===== src/pixel_channel_packer_macros.svh =====
// Assertion macros for the pixel channel packer.
// Used by pixel_channel_packer.sv; expects clk and rst in scope.
`ifndef PIXEL_CHANNEL_PACKER_MACROS_SVH
`define PIXEL_CHANNEL_PACKER_MACROS_SVH

// Same-cycle implication, checked outside reset
`define PCP_ASSERT_NOW(label, ante, cons) \
  label: assert property (@(posedge clk) disable iff (rst) (ante) |-> (cons)) \
    else $error("pixel_channel_packer: same-cycle check failed");

// Next-cycle implication, checked outside reset
`define PCP_ASSERT_NEXT(label, ante, cons) \
  label: assert property (@(posedge clk) disable iff (rst) (ante) |=> (cons)) \
    else $error("pixel_channel_packer: next-cycle check failed");

`endif


===== src/pcp_pkg.sv =====
// Shared types and constants for the pixel channel packer.
// No dependencies; used by pixel_channel_packer.sv and pixel_channel_packer_tb.sv.
package pcp_pkg;

  localparam int CHAN_W       = 8;
  localparam int WORD_W       = 32;
  localparam int NUM_IN_CHANS = 4;
  localparam int CNT_W        = 3;
  localparam int BYTE_IDX_W   = 2;
  localparam int CFG_INDEX_W  = 3;
  localparam int CFG_DATA_W   = 32;
  localparam int HB_W         = 5;

  localparam int MAX_CHANNELS_DEF = 4;

  // Register reset values
  localparam logic              BYTE_ORDER_RST = 1'b0;
  localparam logic [CNT_W-1:0]  BPP_RST        = 3'd3;
  localparam logic [CNT_W-1:0]  CHAN_CNT_RST   = 3'd3;
  localparam logic [WORD_W-1:0] MASK_0_RST     = 32'h00ff_0000;
  localparam logic [WORD_W-1:0] MASK_1_RST     = 32'h0000_ff00;
  localparam logic [WORD_W-1:0] MASK_2_RST     = 32'h0000_00ff;
  localparam logic [WORD_W-1:0] MASK_3_RST     = 32'h0000_0000;

  // Bit position the channel MSB is aligned from
  localparam logic [HB_W-1:0] CHAN_TOP = 5'd7;

  typedef enum logic [CFG_INDEX_W-1:0] {
    CFG_BYTE_ORDER = 3'd0,
    CFG_BPP        = 3'd1,
    CFG_CHAN_CNT   = 3'd2,
    CFG_MASK_0     = 3'd3,
    CFG_MASK_1     = 3'd4,
    CFG_MASK_2     = 3'd5,
    CFG_MASK_3     = 3'd6
  } cfg_reg_t;

endpackage


===== src/pixel_channel_packer.sv =====
// Pixel channel packer: places channels under masks and streams the word as bytes.
// Depends on pcp_pkg.sv and pixel_channel_packer_macros.svh.
//
// Channel  Dir  Handshake          Payload (low bit first)
// s_       in   s_tvalid/s_tready  tdata: channel_0..channel_3; tlast: last_pixel
// m_       out  m_tvalid/m_tready  tdata: out_byte; tlast: last_of_pixel;
//                                  tuser: last_of_frame
// cfg_     in   cfg_wr_en          cfg_index, cfg_data
//
// Three register stages (input, placed channels, packed word) feed a byte
// serializer with an output register.
// The serializer sends one byte per cycle while not stalled, so a pixel is sent
// as bytes_per_pixel bytes (clamped to 1 to 4); pixels of one byte stream at one per cycle.
// rst (synchronous) empties the pipeline and loads register reset values.
// A stall on m_tready holds the output and each full stage behind it; nothing is dropped or repeated.
`include "pixel_channel_packer_macros.svh"

module pixel_channel_packer #(
  parameter int MAX_CHANNELS = pcp_pkg::MAX_CHANNELS_DEF
) (
  input  logic                             clk,
  input  logic                             rst,
  input  logic                             s_tvalid,
  output logic                             s_tready,
  // channel_0 [7:0], channel_1 [15:8], channel_2 [23:16], channel_3 [31:24]
  input  logic [pcp_pkg::NUM_IN_CHANS*pcp_pkg::CHAN_W-1:0] s_tdata,
  input  logic                             s_tlast,
  output logic                             m_tvalid,
  input  logic                             m_tready,
  // out_byte [7:0]
  output logic [pcp_pkg::CHAN_W-1:0]       m_tdata,
  output logic                             m_tlast,
  // last_of_frame [0]
  output logic [0:0]                       m_tuser,
  input  logic                             cfg_wr_en,
  input  logic [pcp_pkg::CFG_INDEX_W-1:0]  cfg_index,
  input  logic [pcp_pkg::CFG_DATA_W-1:0]   cfg_data
);

  localparam int CW = pcp_pkg::CHAN_W;
  localparam int WW = pcp_pkg::WORD_W;
  localparam int NW = pcp_pkg::CNT_W;
  localparam int BW = pcp_pkg::BYTE_IDX_W;

  // Configuration registers
  logic          byte_order;
  logic [NW-1:0] bytes_per_pixel;
  logic [NW-1:0] channel_count;
  logic [WW-1:0] channel_mask [pcp_pkg::NUM_IN_CHANS];

  // Stage 1: captured input
  logic          s1_valid;
  logic [CW-1:0] s1_chan [pcp_pkg::NUM_IN_CHANS];
  logic          s1_last;

  // Stage 2: placed channels
  logic          s2_valid;
  logic [WW-1:0] s2_part [MAX_CHANNELS];
  logic          s2_last;

  // Stage 3: packed word being serialized
  logic          s3_valid;
  logic [WW-1:0] s3_word;
  logic          s3_last;
  logic [BW-1:0] s3_idx;

  logic          out_free;
  logic          s3_final;
  logic          s3_ready;
  logic          s2_ready;
  logic          s1_ready;
  logic [NW-1:0] chans_eff;
  logic [BW-1:0] nb_m1;
  logic [BW-1:0] byte_pos;
  logic [WW-1:0] placed [MAX_CHANNELS];
  logic [WW-1:0] word_or;

  // Shift value so its bit 7 lands on the mask's top bit, then mask it
  function automatic logic [WW-1:0] place_channel(input logic [CW-1:0] v,
                                                  input logic [WW-1:0] m);
    logic [pcp_pkg::HB_W-1:0] hb;
    logic [WW-1:0]            wide;
    logic [WW-1:0]            s;
    hb = '0;
    for (int b = 0; b < WW; b++) begin
      if (m[b]) begin
        hb = pcp_pkg::HB_W'(b);
      end
    end
    wide = {{(WW-CW){1'b0}}, v};
    if (hb >= pcp_pkg::CHAN_TOP) begin
      s = wide << (hb - pcp_pkg::CHAN_TOP);
    end else begin
      s = wide >> (pcp_pkg::CHAN_TOP - hb);
    end
    return s & m;
  endfunction

  // Register writes
  always_ff @(posedge clk) begin
    if (rst) begin
      byte_order      <= pcp_pkg::BYTE_ORDER_RST;
      bytes_per_pixel <= pcp_pkg::BPP_RST;
      channel_count   <= pcp_pkg::CHAN_CNT_RST;
      channel_mask[0] <= pcp_pkg::MASK_0_RST;
      channel_mask[1] <= pcp_pkg::MASK_1_RST;
      channel_mask[2] <= pcp_pkg::MASK_2_RST;
      channel_mask[3] <= pcp_pkg::MASK_3_RST;
    end else if (cfg_wr_en) begin
      unique case (pcp_pkg::cfg_reg_t'(cfg_index))
        pcp_pkg::CFG_BYTE_ORDER: byte_order      <= cfg_data[0];
        pcp_pkg::CFG_BPP:        bytes_per_pixel <= cfg_data[NW-1:0];
        pcp_pkg::CFG_CHAN_CNT:   channel_count   <= cfg_data[NW-1:0];
        pcp_pkg::CFG_MASK_0:     channel_mask[0] <= cfg_data[WW-1:0];
        pcp_pkg::CFG_MASK_1:     channel_mask[1] <= cfg_data[WW-1:0];
        pcp_pkg::CFG_MASK_2:     channel_mask[2] <= cfg_data[WW-1:0];
        pcp_pkg::CFG_MASK_3:     channel_mask[3] <= cfg_data[WW-1:0];
        default: ;
      endcase
    end
  end

  // Clamp counts to their legal ranges
  always_comb begin
    if (channel_count > NW'(MAX_CHANNELS)) begin
      chans_eff = NW'(MAX_CHANNELS);
    end else begin
      chans_eff = channel_count;
    end
    if (bytes_per_pixel == '0) begin
      nb_m1 = '0;
    end else if (bytes_per_pixel >= NW'(4)) begin
      nb_m1 = '1;
    end else begin
      nb_m1 = BW'(bytes_per_pixel - NW'(1));
    end
  end

  // Pipeline handshake: a stage advances when the next one can take its word
  assign out_free = !m_tvalid || m_tready;
  assign s3_final = (s3_idx == nb_m1);
  assign s3_ready = !s3_valid || (out_free && s3_final);
  assign s2_ready = !s2_valid || s3_ready;
  assign s1_ready = !s1_valid || s2_ready;
  assign s_tready = s1_ready;

  // Stage 1: capture the pixel
  always_ff @(posedge clk) begin
    if (rst) begin
      s1_valid <= 1'b0;
    end else if (s1_ready) begin
      s1_valid <= s_tvalid;
    end
  end

  always_ff @(posedge clk) begin
    if (s1_ready && s_tvalid) begin
      for (int c = 0; c < pcp_pkg::NUM_IN_CHANS; c++) begin
        s1_chan[c] <= s_tdata[c*CW +: CW];
      end
      s1_last <= s_tlast;
    end
  end

  // Stage 2: place each channel lane in use
  always_comb begin
    for (int c = 0; c < MAX_CHANNELS; c++) begin
      if (NW'(c) < chans_eff) begin
        placed[c] = place_channel(s1_chan[c], channel_mask[c]);
      end else begin
        placed[c] = '0;
      end
    end
  end

  always_ff @(posedge clk) begin
    if (rst) begin
      s2_valid <= 1'b0;
    end else if (s2_ready) begin
      s2_valid <= s1_valid;
    end
  end

  always_ff @(posedge clk) begin
    if (s2_ready && s1_valid) begin
      s2_part <= placed;
      s2_last <= s1_last;
    end
  end

  // Stage 3: merge lanes into the pixel word
  always_comb begin
    word_or = '0;
    for (int c = 0; c < MAX_CHANNELS; c++) begin
      word_or = word_or | s2_part[c];
    end
  end

  always_ff @(posedge clk) begin
    if (rst) begin
      s3_valid <= 1'b0;
      s3_idx   <= '0;
    end else if (s3_ready) begin
      s3_valid <= s2_valid;
      s3_idx   <= '0;
    end else if (out_free) begin
      s3_idx <= s3_idx + BW'(1);
    end
  end

  always_ff @(posedge clk) begin
    if (s3_ready && s2_valid) begin
      s3_word <= word_or;
      s3_last <= s2_last;
    end
  end

  // Output register: send one byte of the word per cycle while the output is not stalled
  assign byte_pos = byte_order ? (nb_m1 - s3_idx) : s3_idx;

  always_ff @(posedge clk) begin
    if (rst) begin
      m_tvalid <= 1'b0;
    end else if (out_free) begin
      m_tvalid <= s3_valid;
    end
  end

  always_ff @(posedge clk) begin
    if (out_free && s3_valid) begin
      m_tdata    <= s3_word[byte_pos*CW +: CW];
      m_tlast    <= s3_final;
      m_tuser[0] <= s3_final && s3_last;
    end
  end

  // Checks
  `PCP_ASSERT_NOW(a_frame_on_pixel_end, m_tvalid && m_tuser[0], m_tlast)
  `PCP_ASSERT_NOW(a_idx_in_range, s3_valid, s3_idx <= nb_m1)
  `PCP_ASSERT_NEXT(a_word_held_midway, s3_valid && out_free && !s3_final,
                   s3_valid && $stable(s3_word))

endmodule


===== config.mk =====
export PLATFORM = sky130hd
export DESIGN_NAME = pixel_channel_packer
export DESIGN_NICKNAME = d
export VERILOG_FILES = /design/src/pcp_pkg.sv /design/src/pixel_channel_packer.sv
export VERILOG_INCLUDE_DIRS = /design/src /design/src/src
export SDC_FILE = /design/constraint.sdc
export NUM_CORES = 1
export LEC_CHECK = 0
export ABC_AREA = 1
export ABC_CLOCK_PERIOD_IN_PS = 6050
export BUFFER_PORTS_ARGS = -buffer_cell sky130_fd_sc_hd__buf_2
export CORE_UTILIZATION = 41
export CTS_CLUSTER_DIAMETER = 150
export DETAILED_ROUTE_END_ITERATION = 8
export SYNTH_ARGS = -nofsm -noshare
export SYNTH_HDL_FRONTEND = slang
export SYNTH_SLANG_ARGS = --single-unit

===== constraint.sdc =====
create_clock -name clk -period 6.05 [get_ports clk]
set_clock_uncertainty 0.05 [all_clocks]
set_input_delay 0.605 -clock clk [delete_from_list [all_inputs] [get_ports clk]]
set_output_delay 0.605 -clock clk [all_outputs]
set_load 0.005 [all_outputs]

# Word level (Yosys, flattened, before mapping)
# Memories as Yosys holds them, arrays and structs flattened.
# Cells that the tools add are included.
# totals
ff_bits	186
mem_count	2
ram_bits	160
wordCells	253
in_bits	73
out_inout_bits	12
# mem_list
memory	depth	width	read_ports	rd_clocked_by_memory_dff	write_ports	line	text
channel_mask	4	32	4	0	4	pixel_channel_packer.sv:49	logic [WW-1:0] channel_mask [pcp_pkg::NUM_IN_CHANS];
s1_chan	4	8	4	0	4	pixel_channel_packer.sv:53	logic [CW-1:0] s1_chan [pcp_pkg::NUM_IN_CHANS];
# classes
reduce_logical	20
bitwise_logic	11
n_eq_ne	7
muxes	164
n_addsub	11
order_cmp	10
shifts	9
# op_table
operator	n
two-way mux 5 bit	124
two-way mux 32 bit	12
bitwise AND 32 bit	4
<< shifter 8 x 5 -> 32 bit	4
right shift 8 x 5 -> 32 bit	4
bitwise OR 32 bit	3
indexed part select 32 x 6 -> 8 bit	1
two-way mux 1 bit	24
greater-or-equal comparator 5 x 3 -> 1 bit, second input constant	4
subtractor 3 x 5 -> 5 bit, first input constant	4
subtractor 5 x 3 -> 5 bit, second input constant	4
equality test 3 bit, second input constant	3
equality test 3 x 2 -> 1 bit, second input constant	2
logical AND 1 bit	6
zero test 3 bit	2
< comparator 1 x 3 -> 1 bit, first input constant	2
< comparator 2 x 3 -> 1 bit, first input constant	2
two-way mux 2 bit	3
AND reduction 2 bit	3
zero test 1 bit	4
logical OR 1 bit	4
bitwise OR 1 bit	4
equality test 3 x 1 -> 1 bit, second input constant	1
greater-or-equal comparator 3 bit, second input constant	1
other kinds (7)	7

# Longest topological paths before layout
# An unclocked memory read counts as a cell.
# logic_depth
depth_word	38
ltp_mapped	43
depth_no_buf	42

# Least setup slack after synthesis
# Ideal clock, no wire load.
# synth_timing
path_kind	register -> register
from	reg bytes_per_pixel[0]
to	reg s2_last, enable pin
arrival_ns	3.889
setup_time_ns	0.482
synth_period_minus_slack_ns	4.421
stages_incl_launch_ff	14
path_slack_ns	1.629
path_buffers	0
required_ns	5.518
path_cell_list	dfxtp_1 inv_1 ha_1 nor2_1 nor2_1 ha_1 inv_1 nor2_1 nand2_1 nand2_1 nor2_1 inv_1 nand2_1 inv_1
# synth_between
elab_chain_len	8
elab_cells_between_ends	10
cone_classes	1 x add/sub; 1 x order compare; 1 x eq/ne; 2 x mux; 5 x reduce/logical
# synth_lines
element	line	text
from (decl)	pixel_channel_packer.sv:47	logic [NW-1:0] bytes_per_pixel;
from (signal assigned)	pixel_channel_packer.sv:103	bytes_per_pixel <= pcp_pkg::BPP_RST;
from (signal assigned)	pixel_channel_packer.sv:112	pcp_pkg::CFG_BPP: bytes_per_pixel <= cfg_data[NW-1:0];
greater-or-equal comparator 3 bit or subtractor 2 x 1 -> 2 bit (tied branches)	pixel_channel_packer.sv:132, pixel_channel_packer.sv:135	
two-way mux 2 bit	pixel_channel_packer.sv:132	end else if (bytes_per_pixel >= NW'(4)) begin
two-way mux 2 bit *	pixel_channel_packer.sv:130	if (bytes_per_pixel == '0) begin
equality test 2 bit *	pixel_channel_packer.sv:141	assign s3_final = (s3_idx == nb_m1);
named net s3_final	pixel_channel_packer.sv:68	logic s3_final;
logical AND 1 bit *	pixel_channel_packer.sv:142	assign s3_ready = !s3_valid || (out_free && s3_final);
logical OR 1 bit *	pixel_channel_packer.sv:142	
logical OR 1 bit *	pixel_channel_packer.sv:143	assign s2_ready = !s2_valid || s3_ready;
logical AND 1 bit *	pixel_channel_packer.sv:185	if (s2_ready && s1_valid) begin
to (signal assigned)	pixel_channel_packer.sv:187	s2_last <= s1_last;
to (decl)	pixel_channel_packer.sv:59	logic s2_last;
# Mark *: on every way through the listed nets, which the timed path passes. The rest lies on a longest branch.
# A chain may end at the register's enable or synchronous reset.

==> results.tsv <==
stage	metric	value	unit
timing	Max Slew Vio Count	0	
placement	Buffers on Ports	84	
synth	synthesized cell area	18650	µm²
routing	Iter 0 DRT Violations	1941	
routing	routed via count	15856	
timing	Final Hold Fails	0	
worst_setup_path	CP Launch Type	flip-flop	
timing	RSZ-0062 raised after global routing	false	
status	run status	finished clean	
clock_network	TritonCTS clock tree	done	
min_path	worst hold path class	in -> reg	
synth	Synth Net Count	2261	
timing	Final setup viols	0	
routing	ANT nets after route	0	
floorplan	# rows	77	
synth	sequential-to-total area share from yosys stat	55.02	%
routing	uppermost layer routed	met5	
timing	minimum clock period	4.871	ns
global_routing	first-pass GRT wire length	91.78	mm
power	Seq pwr share	46.2	%
final_layout	FILL cells	4296	
timing	FMAX	0.2053	GHz
worst_setup_path	CP max-delay cell	xor2_1	
floorplan	die height	215.3	µm
floorplan	Die Width	215.3	µm
routing	Avg Vias per Cell	5.492	
clock_network	Clock Path Buffers	3	
clock_network	Num CTS Buffers	39	
worst_setup_path	largest stage delay on the critical path	0.68	ns
floorplan	Core Area	44510	µm²
global_routing	largest net degree at the start of global routing	51	
synth	Post-Syn Area per Cell	8.562	µm²
final_layout	fin cells	2887	
run	MaxCap Viol Count	0	
clock_network	hold_buf cts	0	
synth	synth warn	0	
routing	routed len/inst	21.89	µm
synth	#FFs+latches synth	346	
clock_network	Post-CTS Setup Inserts	0	
clock_network	clk sinks	346	
floorplan	io pins	85	
worst_setup_path	crit path DAT	5.22	ns
timing	relative slew slack	20.89	%
power	peak supply drop	0.0002143	V
final_layout	area occupied by multi-input gates	7005	µm²
global_routing	GRT Total Usage	27.13	%
power	Clock Power Share	39.9	%
timing	fin crit share	80.51	%
global_routing	total gr overflow	0	
worst_setup_path	CP max FO	20	
clock_network	CTS resizes	0	
final_layout	Net count, final	2347	
synth	Mapped Cells	2178	
clock_network	H-tree depth	2	
worst_setup_path	crit end category	flip-flop	
routing	routed length on met2	28.33	mm
power	Comb power frac	13.9	%
synth	main flop type after synthesis	edfxtp_1	
power	power density over cell area	297.4	nW/µm²
final_layout	Area growth, synth to finish	12.41	%
timing	setup TNS	0	ns
floorplan	Initial Util	41.90	%
placement	DP HPWL	48.69	mm
synth	ys async rst share	0	%
synth	Unique masters post-synth	47	
clock_network	CTS clk-pin slew, worst paths	0.06	ns
global_routing	vias in the first global route	14664	
power	Int Power	4.486	mW
synth	EDFF count, synth	333	
timing	worst slew pin tran	1.179	ns
routing	met1 wire length	26.88	mm
routing	drt total wl	63.21	mm
final_layout	share of cells above drive strength 1	10.07	%
floorplan	Die ar.	46340	µm²
global_routing	antenna violations before repair	10	
routing	Pre-antenna DRT Iters	6	
worst_setup_path	Top cell by count, worst path	nand2_1	
routing	metal3 WL	6.240	mm
worst_setup_path	CP required	6.40	ns
power	sw power	1.748	mW
worst_setup_path	Crit Path Category	reg -> reg	
placement	GP Congestion	0.9789	
final_layout	Reg area	10260	µm²
power	Sw Ratio	28.04	%
clock_network	clk root buf	clkbuf_16	
routing	DR DRC count	0	
clock_network	clock latency on the worst-skew pair	0.57	ns
power	leakage	8.822	nW
placement	dpl cells	2815	
==> critical path: cells and delay by family (launching register included) <==
kind,cells,cell delay [ns]
compound gates,2,0.25
simple gates,30,2.41
flops,1,0.39
fa+ha+maj,1,0.33
xor+xnor,1,0.68
buf+inv,2,0.57
==> state kept, by name, summed over array words and instances (netlist names) <==
name and count:
m_tuser 1, m_tdata 8, s3_idx 2, m_tvalid 1
s2_last 1, s1_last 1, m_tlast 1, s2_part 128
s1_chan 32, byte_order 1, s3_last 1, channel_count 3
channel_mask 128, s3_valid 1, s2_valid 1, s3_word 32
s1_valid 1, bytes_per_pixel 3
==> power by group through the flow <==
| stage | clock, mW | combinational, mW | sequential, mW |
|---|---|---|---|
| after global routing | 2.61 | 0.957 | 2.88 |
| after detailed placement | 0 | 0.853 | 2.92 |
| after floorplan | 0 | 0.611 | 2.86 |
| after global placement | 0 | 0.851 | 2.92 |
| after CTS | 2.51 | 0.856 | 2.87 |
| final | 2.49 | 0.869 | 2.88 |
==> final timing paths <==
kind	startpoint	endpoint	slack [ns]	cells after the start
setup / recovery	channel_mask[0][3]$_SDFFCE_PN0P_	s2_part[104]$_SDFFCE_PP0P_	1.18	36
hold / removal	s_tdata[18]	s1_chan[2][2]$_DFFE_PP_	0.16	1
setup reg to reg	channel_mask[0][3]$_SDFFCE_PN0P_	s2_part[104]$_SDFFCE_PP0P_	1.18	36
hold reg to reg	s2_last$_DFFE_PP_	s3_last$_DFFE_PP_	0.38	0
==> layout make-up <==
cell class	instances	share of cell area, %
Sequential cell	346	48.94
Multi-Input combinational cell	1490	33.42
Inverter	286	5.133
Clock buffer	43	4.930
Tap cell	592	3.533
Timing Repair Buffer	101	2.614
Clock inverter	27	1.403
Antenna cell	2	0.02387
==> cells in the mapped netlist (all sizes together) (15+ instances only) <==
library cell | instances | share of area (%)
inv | 280 | 5.6
nand3 | 323 | 8.9
buf | 23 | 1.0
nand4 | 23 | 0.77
nor4 | 15 | 0.50
a21oi | 115 | 3.1
edfxtp | 333 | 54
or4 | 32 | 1.3
o21ai | 47 | 1.3
nor2 | 272 | 5.7
o211ai | 15 | 0.63
clkbuf | 33 | 0.66
nand2 | 574 | 12
==> cells in the final DEF, fill, tap and decap left out, drive strengths merged <==
master	count
bufinv	6
o311ai	4
diode	2
nor2	272
clkbuf	43
a211oi	4
xnor2	1
o31ai	3
ha	10
nor3b	2
a31oi	1
clkinvlp	3
nand3b	2
xor2	9
or4	32
nand4	23
mux2i	8
nand2	574
edfxtp	333
o21ai	47
clkinv	23
o21a	1
o211ai	15
a221oi	1
dfxtp	13
o21bai	3
inv	281
nor4	15
buf	101
and2	1
a21oi	115
or2	9
nand3	323
o41ai	4
nor3	11
==> through the flow <==
step	setup WS, ns	power, mW	area, µm²	hold slack (ns)	util [%]
global route	0.6945	6.446	20960	0.1475	47.08
finish	1.179	6.234	20960	0.1604	47.10
detailed placement	1.294	3.775	19630	0.3658	44.10
CTS	1.259	6.242	20960	0.1368	47.08
global placement	1.347	3.772	19630	0.3536	44.10
floorplan	1.629	3.473	18650	0.3503	-
==> cell families after synthesis <==
| family | after synthesis | share of synthesized area, % |
|---|---|---|
| mux | 8 | 0.4294 |
| compound gates | 198 | 6.072 |
| flops | 346 | 55.02 |
| xor+xnor | 10 | 0.4697 |
| simple gates | 1264 | 29.87 |
| fa+ha+maj | 10 | 0.6710 |
| buf+inv | 342 | 7.468 |
==> per-layer routing <==
layer	GRT usage, %	vias to the layer above
li1	-	7535
met1	37.37	7447
met3	5.860	95
met2	42.67	777
met5	0	-
met4	8.392	2
No activity file was read; power rests on OpenSTA's default activity.
